`src/rtl/core/rnp_pkg.sv`:
```
`timescale 1ns / 1ps
// ----------------------------------------------------------------------------
// rnp_pkg
// Shared types, codes and helper functions of the ringtone note parser.
// ----------------------------------------------------------------------------
package rnp_pkg;

   // parse phase codes
   localparam logic [1:0] PH_NAME  = 2'd0;
   localparam logic [1:0] PH_CTRL  = 2'd1;
   localparam logic [1:0] PH_NOTES = 2'd2;

   // header key codes
   localparam logic [1:0] KEY_NONE = 2'd0;
   localparam logic [1:0] KEY_LEN  = 2'd1;
   localparam logic [1:0] KEY_OCT  = 2'd2;
   localparam logic [1:0] KEY_BPM  = 2'd3;

   // note step codes
   localparam logic [2:0] ST_LEAD  = 3'd0;
   localparam logic [2:0] ST_PITCH = 3'd1;
   localparam logic [2:0] ST_OCT   = 3'd2;
   localparam logic [2:0] ST_DOT   = 3'd3;
   localparam logic [2:0] ST_SKIP  = 3'd4;

   // register indexes
   localparam logic [1:0] CSR_DEFAULT_LENGTH = 2'd0;
   localparam logic [1:0] CSR_BASE_OCTAVE    = 2'd1;
   localparam logic [1:0] CSR_DEFAULT_TEMPO  = 2'd2;

   // register reset values
   localparam logic [7:0] RST_DEFAULT_LENGTH = 8'd4;
   localparam logic [7:0] RST_BASE_OCTAVE    = 8'd5;
   localparam logic [9:0] RST_DEFAULT_TEMPO  = 10'd63;

   // characters
   localparam logic [7:0] CH_NUL   = 8'h00;
   localparam logic [7:0] CH_TAB   = 8'h09;
   localparam logic [7:0] CH_LF    = 8'h0A;
   localparam logic [7:0] CH_CR    = 8'h0D;
   localparam logic [7:0] CH_SPACE = 8'h20;
   localparam logic [7:0] CH_HASH  = 8'h23;
   localparam logic [7:0] CH_COMMA = 8'h2C;
   localparam logic [7:0] CH_DOT   = 8'h2E;
   localparam logic [7:0] CH_ZERO  = 8'h30;
   localparam logic [7:0] CH_NINE  = 8'h39;
   localparam logic [7:0] CH_COLON = 8'h3A;
   localparam logic [7:0] CH_LOW_A = 8'h61;
   localparam logic [7:0] CH_LOW_B = 8'h62;
   localparam logic [7:0] CH_LOW_D = 8'h64;
   localparam logic [7:0] CH_LOW_O = 8'h6F;
   localparam logic [7:0] CH_LOW_Z = 8'h7A;
   localparam logic [7:0] CASE_OFFSET = 8'd32;

   // saturation limits
   localparam logic [7:0] MAX_BYTE = 8'd255;
   localparam logic [9:0] MAX_BPM  = 10'd1023;

   typedef struct packed {
      logic [7:0] default_length;
      logic [7:0] base_octave;
      logic [9:0] default_tempo;
   } cfg_type;

   typedef struct packed {
      logic [7:0] note_length;
      logic [3:0] pitch_code;
      logic [7:0] note_octave;
      logic       dotted;
      logic [9:0] tempo_bpm;
      logic       last_note;
   } note_type;

   function automatic logic is_digit(input logic [7:0] ch);
      return (ch >= CH_ZERO) && (ch <= CH_NINE);
   endfunction

   function automatic logic is_space(input logic [7:0] ch);
      return (ch == CH_SPACE) || (ch == CH_TAB) || (ch == CH_CR) || (ch == CH_LF);
   endfunction

   // acc * 10 + digit, saturating at 255
   function automatic logic [7:0] sat_byte(input logic [7:0] acc, input logic [7:0] ch);
      logic [11:0] v;
      v = 12'(acc) * 12'd10 + 12'(ch - CH_ZERO);
      return (v > 12'(MAX_BYTE)) ? MAX_BYTE : v[7:0];
   endfunction

   // acc * 10 + digit, saturating at 1023
   function automatic logic [9:0] sat_bpm(input logic [9:0] acc, input logic [7:0] ch);
      logic [13:0] v;
      v = 14'(acc) * 14'd10 + 14'(ch - CH_ZERO);
      return (v > 14'(MAX_BPM)) ? MAX_BPM : v[9:0];
   endfunction

   function automatic logic [3:0] pitch_of(input logic [7:0] ch);
      logic [7:0] u;
      u = ch;
      if ((ch >= CH_LOW_A) && (ch <= CH_LOW_Z)) begin
         u = ch - CASE_OFFSET;
      end
      case (u)
         8'h43:   return 4'd1;  // C
         8'h44:   return 4'd3;  // D
         8'h45:   return 4'd5;  // E
         8'h46:   return 4'd6;  // F
         8'h47:   return 4'd8;  // G
         8'h41:   return 4'd10; // A
         8'h42:   return 4'd12; // B
         default: return 4'd0;  // pause, P and anything unknown
      endcase
   endfunction

   function automatic logic legal_length(input logic [7:0] a);
      return (a == 8'd1) || (a == 8'd2) || (a == 8'd4) || (a == 8'd8) ||
             (a == 8'd16) || (a == 8'd32);
   endfunction

   function automatic logic legal_octave(input logic [7:0] a);
      return (a >= 8'd4) && (a <= 8'd7);
   endfunction

endpackage

```
`src/rtl/core/rnp_csr_regs.sv`:
```
`timescale 1ns / 1ps
// ----------------------------------------------------------------------------
// rnp_csr_regs
// Default length, octave and tempo registers behind the write port.
// ----------------------------------------------------------------------------
module rnp_csr_regs (
   input  logic             clock,
   input  logic             reset,
   input  logic             wr_en,
   input  logic [1:0]       wr_index,
   input  logic [9:0]       wr_data,
   output rnp_pkg::cfg_type cfg
);

   rnp_pkg::cfg_type cfg_ff;
   rnp_pkg::cfg_type cfg_in;

   // decode the write
   always_comb begin
      cfg_in = cfg_ff;
      if (wr_en) begin
         case (wr_index)
            rnp_pkg::CSR_DEFAULT_LENGTH: cfg_in.default_length = wr_data[7:0];
            rnp_pkg::CSR_BASE_OCTAVE:    cfg_in.base_octave    = wr_data[7:0];
            rnp_pkg::CSR_DEFAULT_TEMPO:  cfg_in.default_tempo  = wr_data;
            default:                     cfg_in = cfg_ff;
         endcase
      end
   end

   always_ff @(posedge clock) begin
      if (reset) begin
         cfg_ff.default_length <= rnp_pkg::RST_DEFAULT_LENGTH;
         cfg_ff.base_octave    <= rnp_pkg::RST_BASE_OCTAVE;
         cfg_ff.default_tempo  <= rnp_pkg::RST_DEFAULT_TEMPO;
      end else begin
         cfg_ff <= cfg_in;
      end
   end

   assign cfg = cfg_ff;

endmodule

```
`src/rtl/core/rnp_char_parser.sv`:
```
`timescale 1ns / 1ps
// ----------------------------------------------------------------------------
// rnp_char_parser
// Per-character parse state and next-state logic; flags a finished note.
// ----------------------------------------------------------------------------
module rnp_char_parser (
   input  logic              clock,
   input  logic              reset,
   input  logic              char_accept,
   input  logic [7:0]        text_char,
   input  rnp_pkg::cfg_type  cfg,
   output logic              note_emit,
   output rnp_pkg::note_type note
);

   logic [1:0] phase_ff,  phase_in;
   logic [1:0] hkey_ff,   hkey_in;
   logic       kskip_ff,  kskip_in;
   logic [7:0] hlen_ff,   hlen_in;
   logic [7:0] hoct_ff,   hoct_in;
   logic [9:0] hbpm_ff,   hbpm_in;
   logic [2:0] step_ff,   step_in;
   logic [7:0] acc_ff,    acc_in;
   logic       dseen_ff,  dseen_in;
   logic [7:0] clen_ff,   clen_in;
   logic [3:0] cpitch_ff, cpitch_in;
   logic [7:0] coct_ff,   coct_in;
   logic       cdot_ff,   cdot_in;

   // next state for one accepted character
   always_comb begin
      logic [2:0] eff_step;
      logic       handled;
      phase_in  = phase_ff;
      hkey_in   = hkey_ff;
      kskip_in  = kskip_ff;
      hlen_in   = hlen_ff;
      hoct_in   = hoct_ff;
      hbpm_in   = hbpm_ff;
      step_in   = step_ff;
      acc_in    = acc_ff;
      dseen_in  = dseen_ff;
      clen_in   = clen_ff;
      cpitch_in = cpitch_ff;
      coct_in   = coct_ff;
      cdot_in   = cdot_ff;
      note_emit = 1'b0;
      note      = '0;
      eff_step  = step_ff;
      handled   = 1'b0;

      if (char_accept && !rnp_pkg::is_space(text_char)) begin
         if (phase_ff != rnp_pkg::PH_NOTES) begin
            // name and header sections
            if (text_char == rnp_pkg::CH_NUL) begin
               phase_in  = rnp_pkg::PH_NAME;
               hkey_in   = rnp_pkg::KEY_NONE;
               kskip_in  = 1'b0;
               hlen_in   = '0;
               hoct_in   = '0;
               hbpm_in   = '0;
               step_in   = rnp_pkg::ST_LEAD;
               acc_in    = '0;
               dseen_in  = 1'b0;
               clen_in   = '0;
               cpitch_in = '0;
               coct_in   = '0;
               cdot_in   = 1'b0;
            end else if (phase_ff == rnp_pkg::PH_CTRL) begin
               if (kskip_ff) begin
                  // separator after a key
                  kskip_in = 1'b0;
                  if (text_char == rnp_pkg::CH_COLON) begin
                     hkey_in  = rnp_pkg::KEY_NONE;
                     phase_in = rnp_pkg::PH_NOTES;
                     step_in  = rnp_pkg::ST_LEAD;
                     acc_in   = '0;
                     dseen_in = 1'b0;
                     clen_in  = '0;
                     cpitch_in = '0;
                     coct_in  = '0;
                     cdot_in  = 1'b0;
                  end
               end else begin
                  if (hkey_ff != rnp_pkg::KEY_NONE) begin
                     if (rnp_pkg::is_digit(text_char)) begin
                        handled = 1'b1;
                        case (hkey_ff)
                           rnp_pkg::KEY_LEN: hlen_in = rnp_pkg::sat_byte(hlen_ff, text_char);
                           rnp_pkg::KEY_OCT: hoct_in = rnp_pkg::sat_byte(hoct_ff, text_char);
                           default:          hbpm_in = rnp_pkg::sat_bpm(hbpm_ff, text_char);
                        endcase
                     end else begin
                        hkey_in = rnp_pkg::KEY_NONE;
                     end
                  end
                  if (!handled) begin
                     if (text_char == rnp_pkg::CH_LOW_D) begin
                        hkey_in  = rnp_pkg::KEY_LEN;
                        kskip_in = 1'b1;
                        hlen_in  = '0;
                     end else if (text_char == rnp_pkg::CH_LOW_O) begin
                        hkey_in  = rnp_pkg::KEY_OCT;
                        kskip_in = 1'b1;
                        hoct_in  = '0;
                     end else if (text_char == rnp_pkg::CH_LOW_B) begin
                        hkey_in  = rnp_pkg::KEY_BPM;
                        kskip_in = 1'b1;
                        hbpm_in  = '0;
                     end else if (text_char == rnp_pkg::CH_COLON) begin
                        phase_in  = rnp_pkg::PH_NOTES;
                        step_in   = rnp_pkg::ST_LEAD;
                        acc_in    = '0;
                        dseen_in  = 1'b0;
                        clen_in   = '0;
                        cpitch_in = '0;
                        coct_in   = '0;
                        cdot_in   = 1'b0;
                     end
                  end
               end
            end else if (text_char == rnp_pkg::CH_COLON) begin
               // end of the name
               phase_in = rnp_pkg::PH_CTRL;
               hkey_in  = rnp_pkg::KEY_NONE;
               kskip_in = 1'b0;
            end
         end else if ((text_char != rnp_pkg::CH_COMMA) && (text_char != rnp_pkg::CH_NUL)) begin
            // one character inside a note
            if (step_ff == rnp_pkg::ST_LEAD) begin
               if (rnp_pkg::is_digit(text_char)) begin
                  acc_in   = rnp_pkg::sat_byte(acc_ff, text_char);
                  dseen_in = 1'b1;
               end else begin
                  clen_in   = (dseen_ff && rnp_pkg::legal_length(acc_ff)) ? acc_ff : 8'd0;
                  acc_in    = '0;
                  dseen_in  = 1'b0;
                  cpitch_in = rnp_pkg::pitch_of(text_char);
                  step_in   = rnp_pkg::ST_PITCH;
               end
            end else begin
               if (step_ff == rnp_pkg::ST_PITCH) begin
                  eff_step = rnp_pkg::ST_OCT;
                  step_in  = rnp_pkg::ST_OCT;
                  if (text_char == rnp_pkg::CH_HASH) begin
                     cpitch_in = cpitch_ff + 4'd1;
                     handled   = 1'b1;
                  end
               end
               if (!handled &&
                   ((eff_step == rnp_pkg::ST_OCT) || (eff_step == rnp_pkg::ST_DOT))) begin
                  if (rnp_pkg::is_digit(text_char)) begin
                     acc_in   = rnp_pkg::sat_byte(acc_ff, text_char);
                     dseen_in = 1'b1;
                  end else begin
                     if (eff_step == rnp_pkg::ST_OCT) begin
                        if (dseen_ff) begin
                           coct_in = rnp_pkg::legal_octave(acc_ff) ? acc_ff : 8'd0;
                        end
                     end else if (dseen_ff && rnp_pkg::legal_octave(acc_ff)) begin
                        coct_in = acc_ff;
                     end
                     acc_in   = '0;
                     dseen_in = 1'b0;
                     if ((eff_step == rnp_pkg::ST_OCT) && (text_char == rnp_pkg::CH_DOT)) begin
                        cdot_in = 1'b1;
                        step_in = rnp_pkg::ST_DOT;
                     end else begin
                        step_in = rnp_pkg::ST_SKIP;
                     end
                  end
               end
            end
         end else begin
            // note delimiter: close the pending number and emit
            case (step_ff)
               rnp_pkg::ST_LEAD: begin
                  clen_in   = (dseen_ff && rnp_pkg::legal_length(acc_ff)) ? acc_ff : 8'd0;
                  cpitch_in = '0;
               end
               rnp_pkg::ST_OCT: begin
                  if (dseen_ff) begin
                     coct_in = rnp_pkg::legal_octave(acc_ff) ? acc_ff : 8'd0;
                  end
               end
               rnp_pkg::ST_DOT: begin
                  if (dseen_ff && rnp_pkg::legal_octave(acc_ff)) begin
                     coct_in = acc_ff;
                  end
               end
               default: begin
                  coct_in = coct_ff;
               end
            endcase
            note_emit = 1'b1;
            note.note_length = (clen_in != 8'd0) ? clen_in :
                               ((hlen_ff != 8'd0) ? hlen_ff : cfg.default_length);
            note.pitch_code  = cpitch_in;
            note.note_octave = (coct_in != 8'd0) ? coct_in :
                               ((hoct_ff != 8'd0) ? hoct_ff : cfg.base_octave);
            note.dotted      = cdot_ff;
            note.tempo_bpm   = (hbpm_ff != 10'd0) ? hbpm_ff : cfg.default_tempo;
            note.last_note   = (text_char == rnp_pkg::CH_NUL);
            // clear the note, and the whole tune on a null
            step_in   = rnp_pkg::ST_LEAD;
            acc_in    = '0;
            dseen_in  = 1'b0;
            clen_in   = '0;
            cpitch_in = '0;
            coct_in   = '0;
            cdot_in   = 1'b0;
            if (text_char == rnp_pkg::CH_NUL) begin
               phase_in = rnp_pkg::PH_NAME;
               hkey_in  = rnp_pkg::KEY_NONE;
               kskip_in = 1'b0;
               hlen_in  = '0;
               hoct_in  = '0;
               hbpm_in  = '0;
            end
         end
      end
   end

   // parse state registers
   always_ff @(posedge clock) begin
      if (reset) begin
         phase_ff  <= rnp_pkg::PH_NAME;
         hkey_ff   <= rnp_pkg::KEY_NONE;
         kskip_ff  <= 1'b0;
         hlen_ff   <= '0;
         hoct_ff   <= '0;
         hbpm_ff   <= '0;
         step_ff   <= rnp_pkg::ST_LEAD;
         acc_ff    <= '0;
         dseen_ff  <= 1'b0;
         clen_ff   <= '0;
         cpitch_ff <= '0;
         coct_ff   <= '0;
         cdot_ff   <= 1'b0;
      end else begin
         phase_ff  <= phase_in;
         hkey_ff   <= hkey_in;
         kskip_ff  <= kskip_in;
         hlen_ff   <= hlen_in;
         hoct_ff   <= hoct_in;
         hbpm_ff   <= hbpm_in;
         step_ff   <= step_in;
         acc_ff    <= acc_in;
         dseen_ff  <= dseen_in;
         clen_ff   <= clen_in;
         cpitch_ff <= cpitch_in;
         coct_ff   <= coct_in;
         cdot_ff   <= cdot_in;
      end
   end

   // a key under way only exists inside the header
   a_key_in_header: assert property (@(posedge clock) disable iff (reset)
      (hkey_ff != rnp_pkg::KEY_NONE) |-> (phase_ff == rnp_pkg::PH_CTRL))
      else $error("header key active outside header section");

   // a pending separator skip always belongs to a key
   a_skip_has_key: assert property (@(posedge clock) disable iff (reset)
      kskip_ff |-> (hkey_ff != rnp_pkg::KEY_NONE))
      else $error("separator skip without a header key");

   // note decoding only advances in the tone list
   a_step_in_notes: assert property (@(posedge clock) disable iff (reset)
      (step_ff != rnp_pkg::ST_LEAD) |-> (phase_ff == rnp_pkg::PH_NOTES))
      else $error("note step advanced outside tone list");

endmodule

```
`src/rtl/core/rnp_rsp_reg.sv`:
```
`timescale 1ns / 1ps
// ----------------------------------------------------------------------------
// rnp_rsp_reg
// Result register holding one finished note until the receiver takes it.
// ----------------------------------------------------------------------------
module rnp_rsp_reg (
   input  logic              clock,
   input  logic              reset,
   input  logic              load,
   input  rnp_pkg::note_type load_note,
   input  logic              rsp_stall,
   output logic              rsp_valid,
   output rnp_pkg::note_type rsp_note
);

   logic              valid_ff, valid_in;
   rnp_pkg::note_type note_ff,  note_in;

   // hold while stalled, otherwise take a new note or go empty
   always_comb begin
      valid_in = valid_ff;
      note_in  = note_ff;
      if (!valid_ff || !rsp_stall) begin
         valid_in = load;
         if (load) begin
            note_in = load_note;
         end
      end
   end

   always_ff @(posedge clock) begin
      if (reset) begin
         valid_ff <= 1'b0;
      end else begin
         valid_ff <= valid_in;
      end
   end

   always_ff @(posedge clock) begin
      note_ff <= note_in;
   end

   assign rsp_valid = valid_ff;
   assign rsp_note  = note_ff;

   // a new note never arrives while the held one is stalled
   a_no_overwrite: assert property (@(posedge clock) disable iff (reset)
      (valid_ff && rsp_stall) |-> !load)
      else $error("note loaded while result register is stalled");

endmodule

```
`src/rtl/core/rtttl_note_parser_unit.sv`:
```
`timescale 1ns / 1ps
// ----------------------------------------------------------------------------
// rtttl_note_parser_unit
// Ringtone text parser: one character in, one note record per ended note.
//
//   channel  direction  ports                         transfer when
//   req      in         req_valid/req_stall, text     valid && !stall
//   rsp      out        rsp_valid/rsp_stall, note     valid && !stall
//   csr      in         csr_valid/csr_ready, idx/data valid && ready
//
// One character is taken every cycle while req_stall is low; the parse state updates at that edge.
// A note ended by ',' or null appears on rsp in the cycle after its delimiter is taken.
// req_stall is high only while a held note is stalled on rsp.
// Synchronous reset returns the parser to the name section and the
// defaults to length 4, octave 5, tempo 63; csr_ready is always high.
// ----------------------------------------------------------------------------
module rtttl_note_parser_unit (
   input  logic       clock,
   input  logic       reset,
   // character input
   input  logic       req_valid,
   output logic       req_stall,
   input  logic [7:0] req_text_char,
   // note output
   output logic       rsp_valid,
   input  logic       rsp_stall,
   output logic [7:0] rsp_note_length,
   output logic [3:0] rsp_pitch_code,
   output logic [7:0] rsp_note_octave,
   output logic       rsp_dotted,
   output logic [9:0] rsp_tempo_bpm,
   output logic       rsp_last_note,
   // register writes
   input  logic       csr_valid,
   output logic       csr_ready,
   input  logic [1:0] csr_index,
   input  logic [9:0] csr_wdata
);

   rnp_pkg::cfg_type  cfg;
   rnp_pkg::note_type parsed_note;
   rnp_pkg::note_type held_note;
   logic              note_emit;
   logic              char_accept;

   // input transfer
   assign req_stall   = rsp_valid && rsp_stall;
   assign char_accept = req_valid && !req_stall;
   assign csr_ready   = 1'b1;

   rnp_csr_regs u_csr (
      .clock    (clock),
      .reset    (reset),
      .wr_en    (csr_valid && csr_ready),
      .wr_index (csr_index),
      .wr_data  (csr_wdata),
      .cfg      (cfg)
   );

   rnp_char_parser u_parser (
      .clock       (clock),
      .reset       (reset),
      .char_accept (char_accept),
      .text_char   (req_text_char),
      .cfg         (cfg),
      .note_emit   (note_emit),
      .note        (parsed_note)
   );

   rnp_rsp_reg u_rsp (
      .clock     (clock),
      .reset     (reset),
      .load      (note_emit),
      .load_note (parsed_note),
      .rsp_stall (rsp_stall),
      .rsp_valid (rsp_valid),
      .rsp_note  (held_note)
   );

   // result fields
   assign rsp_note_length = held_note.note_length;
   assign rsp_pitch_code  = held_note.pitch_code;
   assign rsp_note_octave = held_note.note_octave;
   assign rsp_dotted      = held_note.dotted;
   assign rsp_tempo_bpm   = held_note.tempo_bpm;
   assign rsp_last_note   = held_note.last_note;

endmodule
```
`config.mk`:
```
export PLATFORM = sky130hd
export DESIGN_NAME = rtttl_note_parser_unit
export DESIGN_NICKNAME = d
export VERILOG_FILES = /design/src/rtl/core/rnp_pkg.sv /design/src/rtl/core/rnp_csr_regs.sv /design/src/rtl/core/rnp_char_parser.sv /design/src/rtl/core/rnp_rsp_reg.sv /design/src/rtl/core/rtttl_note_parser_unit.sv
export SDC_FILE = /design/constraint.sdc
export NUM_CORES = 1
export LEC_CHECK = 0
export BUFFER_PORTS_ARGS = -buffer_cell sky130_fd_sc_hd__clkbuf_2
export CAP_MARGIN = 30
export CORE_MARGIN = 5
export CORE_UTILIZATION = 25
export CTS_BUF_LIST = sky130_fd_sc_hd__clkbuf_4
export CTS_CLUSTER_SIZE = 28
export DETAILED_ROUTE_END_ITERATION = 16
export SLEW_MARGIN = 30
export SYNTH_ARGS = -nofsm -noshare
export SYNTH_HDL_FRONTEND = slang
export SYNTH_HIERARCHICAL = 1
export SYNTH_SLANG_ARGS = --single-unit
```
`constraint.sdc`:
```
create_clock -name clock -period 7.02 [get_ports clock]
set_input_delay 1.755 -clock clock [delete_from_list [all_inputs] [get_ports clock]]
set_output_delay 1.755 -clock clock [all_outputs]
set_load 0.02 [all_outputs]
```
## Yosys cells after proc, flatten, opt, wreduce, memory -nomap -nowiden

Index checks and enable logic that the tools add are counted.

| word-level totals | value |
|---|---|
| output and inout bits | 35 |
| word-level logic and storage cells | 368 |
| bits in registers | 123 |
| input port bits | 25 |

| operators by class | value |
|---|---|
| add/subtract/negate cells | 8 |
| eq/ne operators | 55 |
| reduce and logical (&&, ||, !) cells | 56 |
| bitwise gates (word level) | 1 |
| order comparisons | 10 |
| $mul | 4 |
| multiplexer cells | 211 |

Operator list:

| cell | number |
|---|---|
| 8-bit two-way mux | 84 |
| 10-bit two-way mux | 15 |
| 8-bit by 7-bit == test with 1-bit output, second input constant | 10 |
| 3-bit two-way mux | 20 |
| 4-bit two-way mux | 14 |
| 1-bit two-way mux | 53 |
| 2-bit two-way mux | 23 |
| 8-bit by 6-bit == test with 1-bit output, second input constant | 5 |
| 8-bit nonzero test | 5 |
| 12-bit adder | 3 |
| 12-bit by 8-bit > comparator with 1-bit output, second input constant | 3 |
| 8-bit by 3-bit multiplier with 11-bit output, second input constant | 3 |
| 8-bit by 4-bit == test with 1-bit output, second input constant | 4 |
| 4-bit by 3-bit != test with 1-bit output, second input constant | 8 |
| 4-bit one-hot mux with 7 select lines | 1 |
| 9-bit AND reduction | 2 |
| 8-bit by 6-bit subtractor with 9-bit output, second input constant | 2 |
| 4-bit by 2-bit != test with 1-bit output, second input constant | 4 |
| 8-bit one-hot mux with 2 select lines | 1 |
| 8-bit AND reduction | 2 |
| 3-bit by 2-bit != test with 1-bit output, second input constant | 5 |
| 14-bit adder | 1 |
| 14-bit by 10-bit > comparator with 1-bit output, second input constant | 1 |
| 7-bit AND reduction | 2 |
| 39 further kinds | 74 |

## Logic depth before layout (Yosys ltp)

Gate-level depths: netlist of run 1.

| depth | value |
|---|---|
| depth in word-level cells | 15 |
| depth in mapped cells | 18 |
| mapped depth without buffers | 18 |

## Hierarchy

The synthesis of run 1 kept the hierarchy.

Modules (own cells, without submodules):

| module | cells an instance | instances | area each (sq um) | sequential area each (sq um) |
|---|---|---|---|---|
| rnp_char_parser | 963 | 1 | 7353.3 | 1281.2 |
| rnp_csr_regs | 104 | 1 | 1073.5 | 520.5 |
| rnp_rsp_reg | 36 | 1 | 997.2 | 980.9 |
| rtttl_note_parser_unit | 4 | 1 | 25.0 | 0.0 |

## Worst setup path after synthesis of run 1

No wires, ideal clock.

| timing path | value |
|---|---|
| kind | input-to-reg |
| start point | input req_text_char[0] |
| end point | register u_rsp.note_ff (netlist bit u_rsp/rsp_note[0]), enable pin |
| library setup time | 0.430 ns |
| arrival time | 4.568 ns |
| cell stages on the path | 7 |
| path buffers | 1 |
| slack | 2.022 ns |
| required time | 6.590 ns |
| path through | buf_6 > nor4_4 > nand3_1 > o31ai_1 > nand3_1 > inv_1 > a21boi_1 |

| on the way | value |
|---|---|
| word-level cells in the longest chain between the ends | 8 |
| elaborated cells on any way between the ends | 16 |
| classes of those cells | 5 x eq/ne; 3 x mux; 8 x reduce/logical |

Ends and longest elaborated chain:

| what | RTL line | RTL |
|---|---|---|
| from (decl) | rtttl_note_parser_unit.sv:23 | `input logic [7:0] req_text_char,` |
| 8-bit by 6-bit == test with 1-bit output or 8-bit by 4-bit == test with 1-bit output (tied branches) | rnp_pkg.sv:79 | `return (ch == CH_SPACE) \|\| (ch == CH_TAB) \|\| (ch == CH_CR) \|\| (ch == CH_LF);` |
| 1-bit logical OR (3 in a row) | rnp_pkg.sv:79 |  |
| 1-bit zero test | rnp_char_parser.sv:52 | `if (char_accept && !rnp_pkg::is_space(text_char)) begin` |
| 1-bit logical AND | rnp_char_parser.sv:52 |  |
| 1-bit two-way mux * | rnp_char_parser.sv:52 |  |
| via note_emit | rtttl_note_parser_unit.sv:43 | `logic note_emit;` |
| 2-bit AND reduction (no source line) * | - |  |
| to (signal assigned) | rnp_rsp_reg.sv:40 | `note_ff <= note_in;` |
| to (decl) | rnp_rsp_reg.sv:17 | `rnp_pkg::note_type note_ff, note_in;` |

The timed path passes the listed nets; every way through them passes the cells marked *.
A chain may end at the register's enable or synchronous reset.

## Final worst setup path of run 1

| timing path | value |
|---|---|
| start point | input req_text_char[4] |
| end point | register u_parser.hbpm_ff[5] |

| on the way | value |
|---|---|
| word-level cells in the longest chain between the ends | 15 |
| elaborated cells on any way between the ends | 46 |
| classes of those cells | 2 x add/sub; 3 x order compare; 10 x eq/ne; 19 x mux; 12 x reduce/logical |

Ends and longest elaborated chain:

| what | RTL line | RTL |
|---|---|---|
| 8-bit by 6-bit subtractor with 9-bit output | rnp_pkg.sv:92 | `v = 14'(acc) * 14'd10 + 14'(ch - CH_ZERO);` |
| 14-bit adder | rnp_pkg.sv:92 |  |
| 14-bit by 10-bit > comparator with 1-bit output | rnp_pkg.sv:93 | `return (v > 14'(MAX_BPM)) ? MAX_BPM : v[9:0];` |
| 10-bit two-way mux | rnp_pkg.sv:93 |  |
| 10-bit two-way mux | rnp_char_parser.sv:88 | `case (hkey_ff)` |
| 10-bit two-way mux | rnp_char_parser.sv:86 | `if (rnp_pkg::is_digit(text_char)) begin` |
| 10-bit two-way mux | rnp_char_parser.sv:85 | `if (hkey_ff != rnp_pkg::KEY_NONE) begin` |
| 10-bit two-way mux | rnp_char_parser.sv:106 | `end else if (text_char == rnp_pkg::CH_LOW_B) begin` |
| 10-bit two-way mux | rnp_char_parser.sv:102 | `end else if (text_char == rnp_pkg::CH_LOW_O) begin` |
| 10-bit two-way mux | rnp_char_parser.sv:98 | `if (text_char == rnp_pkg::CH_LOW_D) begin` |
| 10-bit two-way mux | rnp_char_parser.sv:97 | `if (!handled) begin` |
| 10-bit two-way mux | rnp_char_parser.sv:70 | `if (kskip_ff) begin` |
| 10-bit two-way mux | rnp_char_parser.sv:69 | `end else if (phase_ff == rnp_pkg::PH_CTRL) begin` |
| 10-bit two-way mux | rnp_char_parser.sv:55 | `if (text_char == rnp_pkg::CH_NUL) begin` |
| 10-bit two-way mux | rnp_char_parser.sv:53 | `if (phase_ff != rnp_pkg::PH_NOTES) begin` |
| to (signal assigned) | rnp_char_parser.sv:246 | `hbpm_ff <= hbpm_in;` |
| to (decl) | rnp_char_parser.sv:21 | `logic [9:0] hbpm_ff, hbpm_in;` |

Several ways; a longest one is shown, not always the timed one. The select of a mux whose other input is x is not followed.

==> qor.log, run 1 <==
qor: timing.setup_tns 0 ns
qor: drt.remaining_drc_errors 0
qor: worst_setup_path.critPathArrivalTime 5.66 ns
qor: clock_tree.clkTransAtPathRegs 0.12 ns
qor: drt.drtAntennaViolNets 0
qor: worst_setup_path.critical_path_required 7.44 ns
qor: drt.detailroute.wirelength.met3 1.338 mm
qor: synthesis.synth_edf_count 32
qor: global_routing.wire_length_of_the_first_global_routing_pass 42.70 mm
qor: drt.route.detailed.wl_per_inst 15.88 um
qor: synthesis.synthDistinctLibCells 77
qor: timing.finalHoldWorstSlack 0.4798 ns
qor: layout.layout.nets 1,289
qor: clock_tree.clock-sinks 123
qor: worst_setup_path.timing.setup.critical_path_class in -> reg
qor: synthesis.synth_sequential_area_ratio 29.45%
qor: clock_tree.cts_root_buf clkbuf_4
qor: synthesis.biggest_area_contributors_in_the_synthesized_netlist dfxtp_1 19%, ha_1 14%, edfxtp_1 10%
qor: floorplan.die_x 204.4 um
qor: global_routing.pin_count_of_the_biggest_net_entering_global_routing 55
qor: timing.finalSetupViolations 0
qor: clock_tree.postCtsResizedCells 0
qor: clock_tree.cts_post_setup_buffers_inserted 0
qor: drt.vias 8,520
qor: drt.met1Wirelength 12.74 mm
qor: power.p_per_area 135.3 nW/um2
qor: timing.fin_skew 0.02129 ns
qor: floorplan.die_area 41,780 um2
qor: drt.top_signal_layer_used met5
qor: synthesis.synth_warnings 6
qor: drt.met2_wirelength 12.14 mm
qor: flow_run.maxCapViolations 0
qor: synthesis.synth_nets 1,244
qor: global_routing.grt_antenna_before_repair 2
qor: synthesis.synthMuxAreaShare 3.814%
qor: synthesis.synth_area_per_cell 8.536 um2
qor: floorplan.standard_cell_core_area 37,490 um2
qor: worst_setup_path.endpoint_kind flip-flop
qor: power.pwr-share-clk 38.3%
qor: timing.fmaxAchievable 191.0 MHz
qor: synthesis.synth-compound-area-share 22.74%
qor: layout.fillerInstances 4,051
qor: worst_setup_path.critPathMaxFanout 19
qor: timing.slew_headroom 30.20%
qor: clock_tree.clk_path_buf_depth 2
qor: drt.drt-initial-drc-count 659
qor: synthesis.synth.ff_latch_count 123
qor: clock_tree.clock_insertion_delay_worst_skew 0.55 ns
qor: power.vdd_drop_max 0.00006944 V
qor: power.power.switching_fraction 27.92%
qor: clock_tree.tritoncts.num_buffers 17
qor: global_routing.globalRouteTotalUtil 12.51%
qor: floorplan.fp.dieH 204.4 um
qor: layout.signed_area_change_from_the_synthesized_netlist_to_the_final_layout 12.30%
qor: drt.viasPerCell 5.081
qor: worst_setup_path.element_type_at_the_critical_path_start input pin
qor: timing.max_slew.worst_pin.slew 1.033 ns
qor: placement.place_hpwl 20.34 mm
qor: synthesis.area_fraction_of_the_dominant_cell_type_after_synthesis 19.28%
qor: global_routing.grt_pass1_vias 8,157
qor: floorplan.floorplan.initialDensity 25.21%
qor: timing.timing.final.ws_setup 1.783 ns
qor: timing.drv_slew 0
qor: timing.rsz0062_at_grt no
qor: power.power.share.combinational 10.7%
qor: placement.port-buffer-count 58
qor: synthesis.synth-xor-area-share 5.005%
qor: clock_tree.clock_tree_from_tritoncts built
qor: global_routing.grt-ovfl-total 0
qor: placement.preCtsSetupSlack 1.270 ns
qor: floorplan.num_io_pins 60
qor: synthesis.adder_cell_share_of_the_synthesized_area 15.47%
qor: clock_tree.ctsHoldBuffers 0
qor: outcome.outcome complete, no violations
qor: synthesis.synthSimpleGateAreaFrac 19.90%
qor: synthesis.number_of_standard_cells_after_synthesis 1,107
qor: placement.gp_congestion 0.8664
qor: synthesis.syn-cell-area 9449 um2
qor: power.leakage 4.245 nW
qor: drt.wl 26.63 mm
qor: power.seq_power_share 50.9%
qor: power.internal-power 1.035 mW
qor: synthesis.main_combinational_cell_family_by_area_after_synthesis compound AO/OA/AOI/OAI gates
qor: synthesis.synthArstFlopShare 0%
qor: min_path.hold_path.class reg -> reg
qor: power.power_switching 0.4008 mW
qor: timing.period_needed 5.237 ns
qor: layout.drive_gt1_share 9.957%
qor: timing.hold_viol 0
qor: floorplan.placement_row_count 71
qor: timing.fin_crit_sh 74.60%
qor: synthesis.synth_area_leader_cell dfxtp_1
qor: drt.drt_first_pass_iters 5
qor: clock_tree.cts-htree-levels 4
qor: synthesis.flip_flop_cell_with_the_highest_count_after_synthesis dfxtp_1
==> cell usage after synthesis, types with 9 or more instances <==
cell type    n
a21oi_1    121
nor2_1     120
ha_1       104
dfxtp_1     91
nand2_1     53
o21ai_0     44
inv_1       43
xnor2_1     38
mux2i_1     36
nand2b_1    33
edfxtp_1    32
nand3_1     32
clkbuf_1    31
nor3_1      31
a22oi_1     27
xor2_1      16
and2_1      15
o21bai_1    15
a21o_1      14
nor2b_1     12
a211oi_1    11
nor4_1      11
a2111oi_0   10
o22ai_1     10
and3_1       9
==> sequential cells by signal (all words and copies together), names as in the netlist, 2 cells and up <==
name and flops:
u_parser/hkey_ff 2, u_parser/clen_ff 8, u_csr/cfg 26, u_parser/cpitch_ff 4, u_parser/hlen_ff 8, u_parser/acc_ff 8, u_parser/hoct_ff 8, u_parser/coct_ff 8
u_parser/step_ff 3, u_parser/hbpm_ff 10, u_rsp/rsp_note 32, u_parser/phase_ff 2
==> worst max-delay path, cell delays in order <==
cell,delay (ns)
clkbuf_2,0.14
ha_1,0.32
or3_1,0.69
inv_2,0.44
ha_1,0.38
a41o_1,0.28
a21oi_1,0.21
nor2_1,0.08
nor4bb_1,0.41
xor2_1,0.28
a2111oi_0,0.55
nor3_1,0.12
==> power groups by stage <==
stage / Clock, mW / Sequential [mW] / Combinational, mW
after detailed placement: 0 / 0.747 / 0.153
after global placement: 0 / 0.747 / 0.150
after floorplan: 0 / 0.746 / 0.107
after global routing: 0.588 / 0.732 / 0.171
after CTS: 0.562 / 0.731 / 0.153
final: 0.550 / 0.731 / 0.154
==> cell families after synthesis <==
| kind of cell | Yosys count |
|---|---|
| xor gates and xnor gates | 54 |
| buffers and inverters | 84 |
| DFF | 123 |
| and+or+nand+nor | 366 |
| adders and majority gates | 112 |
| other | 1 |
| AOI/OAI and AO/OA | 331 |
| muxes | 36 |
==> metrics by stage <==
step	instances	power (mW)	utilization [%]	instance area, um2
2_1_floorplan	1107	0.8527	-	9449
3_3_place_gp	1643	0.8974	27.41	10280
3_5_place_dp	1644	0.9003	27.46	10300
4_1_cts	1676	1.447	28.28	10600
5_1_grt	1677	1.491	28.31	10610
6_report	1677	1.436	28.31	10610
==> final timing paths <==
check                           start                   to  slack, ns  depth (start not counted)
setup / recovery     req_text_char[4]  u_parser/hbpm_ff[5]       1.78                         12
hold / removal          u_csr/cfg[13]        u_csr/cfg[13]       0.48                          2
setup reg to reg  u_parser/hbpm_ff[1]  u_parser/hbpm_ff[5]       2.21                         18
hold reg to reg         u_csr/cfg[13]        u_csr/cfg[13]       0.48                          2
==> cell usage in the layout (no fill, tap or decap), types with 32 or more instances in the layout <==
| master | instances |
|---|---|
| a21oi_1 | 121 |
| nor2_1 | 120 |
| ha_1 | 104 |
| dfxtp_1 | 91 |
| clkbuf_2 | 57 |
| nand2_1 | 53 |
| o21ai_0 | 44 |
| inv_1 | 43 |
| xnor2_1 | 38 |
| mux2i_1 | 36 |
| nand2b_1 | 33 |
| nand3_1 | 32 |
| edfxtp_1 | 32 |
==> area by class of cell <==
| cell class | count | area (um2) | area share (%) |
|---|---|---|---|
| sequential | 123 | 2783 | 26.22 |
| antenna | 1 | 2.502 | 0.02358 |
| clock inverter | 14 | 171.4 | 1.615 |
| timing repair buffer | 66 | 357.8 | 3.372 |
| multi-input combinational | 900 | 6357 | 59.91 |
| clock buffer | 18 | 135.1 | 1.273 |
| tap | 511 | 639.4 | 6.025 |
| inverter | 44 | 165.2 | 1.556 |
==> metal layers <==
metal | vias to the layer above | GRT usage [%]
li1 | 4204 | -
met3 | 30 | 1.745
met4 | 2 | 3.278
met1 | 4069 | 17.59
met2 | 215 | 20.22
met5 | - | 0
No activity file was read; power rests on OpenSTA's default activity.
==> inputs of run 2 (changes only) <==
- clock period: 7.02 -> 5.1 ns (I/O delays scaled with it)
==> run 2 against run 1 <==
  * Non-clock buffer count grew 14
  * Clock skew grew 0.0038 ns
  * Clock power grew 31%
  * Via count grew 0.75%
  * Total power grew 36%
  * Die area is the same
  * Flip-flop and latch count is the same
  * Largest power group unchanged
==> qor.log, run 2 (synthesized netlist as in run 1, its figures left out) <==
qor: outcome.outcome complete, no violations
qor: flow_run.maxCapViolations 0
qor: clock_tree.cts-htree-levels 4
qor: layout.fillerInstances 4,025
qor: layout.design_area 10,690 um2
qor: power.vdd_drop_max 0.0001123 V
qor: placement.place_hpwl 21.04 mm
qor: global_routing.globalRouteTotalUtil 12.57%
qor: worst_setup_path.critical_path.reg2reg.startpoint u_parser/hbpm_ff[2]
qor: layout.largest_register_ffs 32
qor: placement.port-buffer-count 58
qor: floorplan.die_area 41,780 um2
qor: global_routing.pin_count_of_the_biggest_net_entering_global_routing 43
qor: layout.signed_area_change_from_the_synthesized_netlist_to_the_final_layout 13.11%
qor: min_path.hold_path.class reg -> reg
qor: layout.final_cell_mix 121 x a21oi_1, 120 x nor2_1, 104 x ha_1
qor: layout.layout.nets 1,303
qor: global_routing.grt-ovfl-total 0
qor: timing.hold_viol 0
qor: drt.route.detailed.wl_per_inst 15.98 um
qor: clock_tree.clock_tree_from_tritoncts built
qor: worst_setup_path.crit_path_end u_parser/hbpm_ff[2]
qor: worst_setup_path.endpoint_kind flip-flop
qor: worst_setup_path.r2r_end u_parser/hbpm_ff[2]
qor: clock_tree.tritoncts.num_buffers 17
qor: clock_tree.clock-sinks 123
qor: floorplan.standard_cell_core_area 37,490 um2
qor: global_routing.grt_antenna_before_repair 2
qor: worst_setup_path.critPathArrivalTime 5.13 ns
qor: drt.viasPerCell 5.076
qor: global_routing.grt_pass1_vias 8,155
qor: clock_tree.postCtsResizedCells 0
qor: drt.remaining_drc_errors 0
qor: worst_setup_path.critPathMaxFanout 9
qor: drt.vias 8,584
qor: timing.fin_skew 0.02505 ns
qor: layout.multiInputGateArea 6351 um2
qor: layout.drive_gt1_share 10.86%
qor: timing.fin_crit_sh 92.75%
qor: clock_tree.cts_post_setup_buffers_inserted 0
qor: drt.drt_first_pass_iters 7
qor: worst_setup_path.critical_path_required 5.50 ns
qor: floorplan.placement_row_count 71
qor: clock_tree.cts_root_buf clkbuf_4
qor: worst_setup_path.rrSetupSlack 0.37 ns
qor: layout.final_common_cell a21oi_1
qor: power.leakage 4.304 nW
qor: clock_tree.ctsHoldBuffers 0
qor: timing.setup_tns 0 ns
qor: clock_tree.clkTransAtPathRegs 0.12 ns
qor: floorplan.die_x 204.4 um
qor: clock_tree.clk_path_buf_depth 2
qor: drt.drtAntennaViolNets 0
qor: drt.wl 27.02 mm
qor: timing.fmaxAchievable 211.4 MHz
qor: floorplan.fp.dieH 204.4 um
qor: floorplan.num_io_pins 60
qor: clock_tree.clock_insertion_delay_worst_skew 0.54 ns
qor: worst_setup_path.rr_worst_depth 15
qor: worst_setup_path.timing.setup.critical_path_class reg -> reg
qor: timing.period_needed 4.730 ns
qor: worst_setup_path.critPathLaunch u_parser/hbpm_ff[2]
qor: timing.rsz0062_at_grt no
qor: floorplan.floorplan.initialDensity 25.21%
qor: timing.finalSetupViolations 0
qor: timing.slew_headroom 37.78%
qor: layout.layout.area.seq 2783 um2
qor: timing.max_slew.worst_pin.slew 0.9212 ns
qor: timing.drv_slew 0
qor: placement.gp_congestion 0.8658
qor: timing.finalHoldWorstSlack 0.4869 ns
qor: drt.drt-initial-drc-count 543
qor: placement.postPlaceCellArea 10,390 um2
qor: power.p_per_area 182.1 nW/um2
qor: worst_setup_path.element_type_at_the_critical_path_start flip-flop
qor: global_routing.wire_length_of_the_first_global_routing_pass 42.99 mm
run 2: changes by cell type in the layout (fill, tap and decap cells not counted), sizes merged:
cell    change
buf        +14
inv         +4
clkinv      -2
bufinv      -1
clkbuf      -1
run 2: how the worst min path moves through the flow:
| stage | slack [ns] | endpoint | depth (start not counted) | from |
|---|---|---|---|---|
| global placement | 0.46 | u_csr/cfg[9] | 2 | u_csr/cfg[9] |
| finish | 0.49 | u_csr/cfg[13] | 2 | u_csr/cfg[13] |
| detailed placement | 0.47 | u_parser/coct_ff[2] | 2 | u_parser/coct_ff[2] |
| CTS | 0.49 | u_csr/cfg[13] | 2 | u_csr/cfg[13] |
| floorplan | 0.44 | u_parser/coct_ff[2] | 2 | u_parser/coct_ff[2] |
| global route | 0.50 | u_parser/coct_ff[2] | 2 | u_parser/coct_ff[2] |
run 2: worst max-delay path: stages (launching register included):
cell       delay, ns
dfxtp_1         0.53
ha_1            0.32
ha_1            0.30
a21oi_1         0.19
o21ai_0         0.19
o41ai_1         0.49
o21ba_2         0.21
xnor2_1         0.15
ha_1            0.34
a41o_1          0.24
a21oi_1         0.25
nor2_1          0.08
nor4bb_1        0.35
xor2_1          0.25
a2111oi_0       0.56
nor3_1          0.14
run 2: cell type report:
class / instances / share of cell area (%)
antenna: 1 / 0.02341
clock buffer: 17 / 1.194
clock inverter: 15 / 1.534
inverter: 44 / 1.545
multi-input combinational: 900 / 59.42
sequential: 123 / 26.04
tap: 511 / 5.982
timing repair buffer: 80 / 4.261
run 2: layer usage:
layer	vias up	share of wire (%)	track usage, %
li1	4256	-	-
met1	3996	46	16.94
met2	284	45	20.20
met3	46	7.0	2.729
met4	2	2.0	3.829
met5	-	0.026	0
run 2: per-stage QoR:
step	std cells	total power, mW	util [%]	setup slack [ns]
detailed placement	1658	1.245	27.71	0.3894
finish	1691	1.946	28.51	0.3699
CTS	1690	1.972	28.49	0.4467
global route	1691	2.036	28.51	0.05393
global placement	1658	1.241	27.71	0.5511
floorplan	1107	1.174	-	0.5816
run 2: report_power, final:
| part | internal (mW) | switching, mW |
|---|---|---|
| Sequential | 1.00 | 0.00439 |
| Clock | 0.300 | 0.421 |
| Combinational | 0.0792 | 0.139 |
| Total | 1.38 | 0.565 |
==> inputs of run 3 (changes only) <==
- CORE_MARGIN: 5 -> 4
- CTS_BUF_LIST: sky130_fd_sc_hd__clkbuf_4 -> sky130_fd_sc_hd__clkbuf_16
==> run 3 against run 2 <==
  * Final cell count fell by 0.47%
  * Flip-flop and latch count is the same
  * Largest cell class unchanged
  * Critical path depth unchanged
==> qor.log, run 3 (synthesized netlist as in run 1, its figures left out) <==
qor: floorplan.die_x 202.4 um
qor: clock_tree.ctsHoldBuffers 0
qor: timing.slew_headroom 31.24%
qor: power.p_per_area 219.4 nW/um2
qor: drt.met2_wirelength 12.36 mm
qor: floorplan.fp.dieH 202.4 um
qor: clock_tree.cts_post_setup_buffers_inserted 0
qor: timing.max_slew.worst_pin.slew 1.023 ns
qor: clock_tree.cts_root_buf clkbuf_16
qor: clock_tree.cts-htree-levels 4
qor: timing.finalSetupViolations 0
qor: worst_setup_path.critPathMaxFanout 9
qor: clock_tree.clock-sinks 123
qor: layout.final_util 29.61%
qor: timing.drv_slew 0
qor: flow_run.maxCapViolations 0
qor: worst_setup_path.endpoint_kind flip-flop
qor: drt.drt-initial-drc-count 672
qor: global_routing.grt-ovfl-total 0
qor: floorplan.die_area 40,970 um2
qor: power.vdd_drop_max 0.0002177 V
qor: power.leakage 4.425 nW
qor: timing.hold_viol 0
qor: layout.antenna-diode-count 0
qor: outcome.outcome complete, no violations
qor: timing.period_needed 4.558 ns
qor: layout.layout.nets 1,303
qor: floorplan.floorplan.initialDensity 25.57%
qor: timing.rsz0062_at_grt no
qor: drt.viasPerCell 5.135
qor: drt.wl 27.20 mm
qor: clock_tree.clkTransAtPathRegs 0.06 ns
qor: timing.setup_tns 0 ns
qor: drt.detailroute.wirelength.met3 1.551 mm
qor: layout.drive_gt1_share 10.86%
qor: global_routing.pin_count_of_the_biggest_net_entering_global_routing 60
qor: worst_setup_path.timing.setup.critical_path_class reg -> reg
qor: drt.remaining_drc_errors 0
qor: timing.fin_skew 0.01059 ns
qor: placement.port-buffer-count 58
qor: drt.vias 8,643
qor: layout.layout.area.seq 2783 um2
qor: layout.multiInputGateArea 6346 um2
qor: timing.fmaxAchievable 219.4 MHz
qor: global_routing.globalRouteTotalUtil 12.84%
qor: drt.route.detailed.wl_per_inst 16.16 um
qor: global_routing.wire_length_of_the_first_global_routing_pass 43.11 mm
qor: timing.fin_crit_sh 89.38%
qor: layout.final_cell_mix 121 x a21oi_1, 120 x nor2_1, 104 x ha_1
qor: floorplan.num_io_pins 60
qor: drt.met1Wirelength 12.81 mm
qor: layout.final_common_cell a21oi_1
qor: clock_tree.postCtsResizedCells 0
qor: clock_tree.clock_tree_from_tritoncts built
qor: clock_tree.clk_path_buf_depth 2
qor: layout.signed_area_change_from_the_synthesized_netlist_to_the_final_layout 15.82%
qor: drt.drt_first_pass_iters 8
qor: min_path.hold_path.class reg -> reg
qor: layout.fillerInstances 3,918
qor: floorplan.placement_row_count 70
qor: global_routing.grt_pass1_vias 8,146
qor: worst_setup_path.critPathArrivalTime 4.84 ns
qor: placement.place_hpwl 21.06 mm
qor: drt.drtAntennaViolNets 0
qor: layout.largest_register_ffs 32
qor: placement.gp_congestion 0.8908
qor: worst_setup_path.critical_path_required 5.38 ns
qor: global_routing.grt_antenna_before_repair 0
qor: clock_tree.tritoncts.num_buffers 17
qor: worst_setup_path.element_type_at_the_critical_path_start flip-flop
qor: floorplan.standard_cell_core_area 36,960 um2
qor: clock_tree.clock_insertion_delay_worst_skew 0.42 ns
qor: drt.top_signal_layer_used met4
## run 3: cell types whose count changed in the layout (fill, tap and decap cells not counted), sizes merged
cell / change
clkinvlp: +1
buf: -1
clkbuf: +1
bufinv: -1
diode: -1
## run 3: metrics by stage
step / hold WS (ns) / power [mW] / setup slack (ns) / cells / area (um2)
6_report: 0.4783 / 2.401 / 0.5416 / 1683 / 10940
5_1_grt: 0.4889 / 2.491 / 0.1835 / 1683 / 10940
4_1_cts: 0.4786 / 2.421 / 0.5641 / 1683 / 10940
3_5_place_dp: 0.4664 / 1.244 / 0.4133 / 1651 / 10380
3_3_place_gp: 0.4593 / 1.239 / 0.5609 / 1651 / 10380
2_1_floorplan: 0.4429 / 1.174 / 0.5816 / 1107 / 9449
## run 3: worst paths after layout
| kind | start | endpoint | slack [ns] | depth (start not counted) |
|---|---|---|---|---|
| worst max-delay path | u_parser/hbpm_ff[2] | u_parser/hbpm_ff[6] | 0.54 | 15 |
| worst min-delay path | u_csr/cfg[7] | u_csr/cfg[7] | 0.48 | 2 |
| worst max register to register | u_parser/hbpm_ff[2] | u_parser/hbpm_ff[6] | 0.54 | 15 |
| worst min register to register | u_csr/cfg[7] | u_csr/cfg[7] | 0.48 | 2 |
## run 3: per-layer routing
metal,global-route usage (%),vias to the layer above
li1,-,4244
met5,0,-
met2,20.73,270
met3,1.604,30
met1,18.05,4099
met4,3.710,0
## run 3: power by group
group          internal [mW]  switching, mW
Sequential              1.00        0.00439
Clock                  0.678          0.498
Combinational         0.0788          0.139
Total                   1.76          0.641
## run 3: final cells by class
class                           instances  area share (%)
Multi-Input combinational cell        900           57.99
Timing Repair Buffer                   80           4.161
Clock buffer                           17           3.887
Sequential cell                       123           25.43
Tap cell                              504           5.762
Clock inverter                         15           1.269
Inverter                               44           1.509
## run 3: critical path, stage by stage, from the launching register on
cell and delay [ns]:
dfxtp_1 0.48, ha_1 0.32, fa_1 0.47, a21o_1 0.18, a21oi_1 0.22, o21bai_1 0.10
a21oi_1 0.23, xnor2_1 0.22, ha_1 0.37, a41o_1 0.22, a21oi_1 0.25, nor2_1 0.09
nor4bb_1 0.37, xor2_1 0.26, a2111oi_0 0.53, nor3_1 0.11
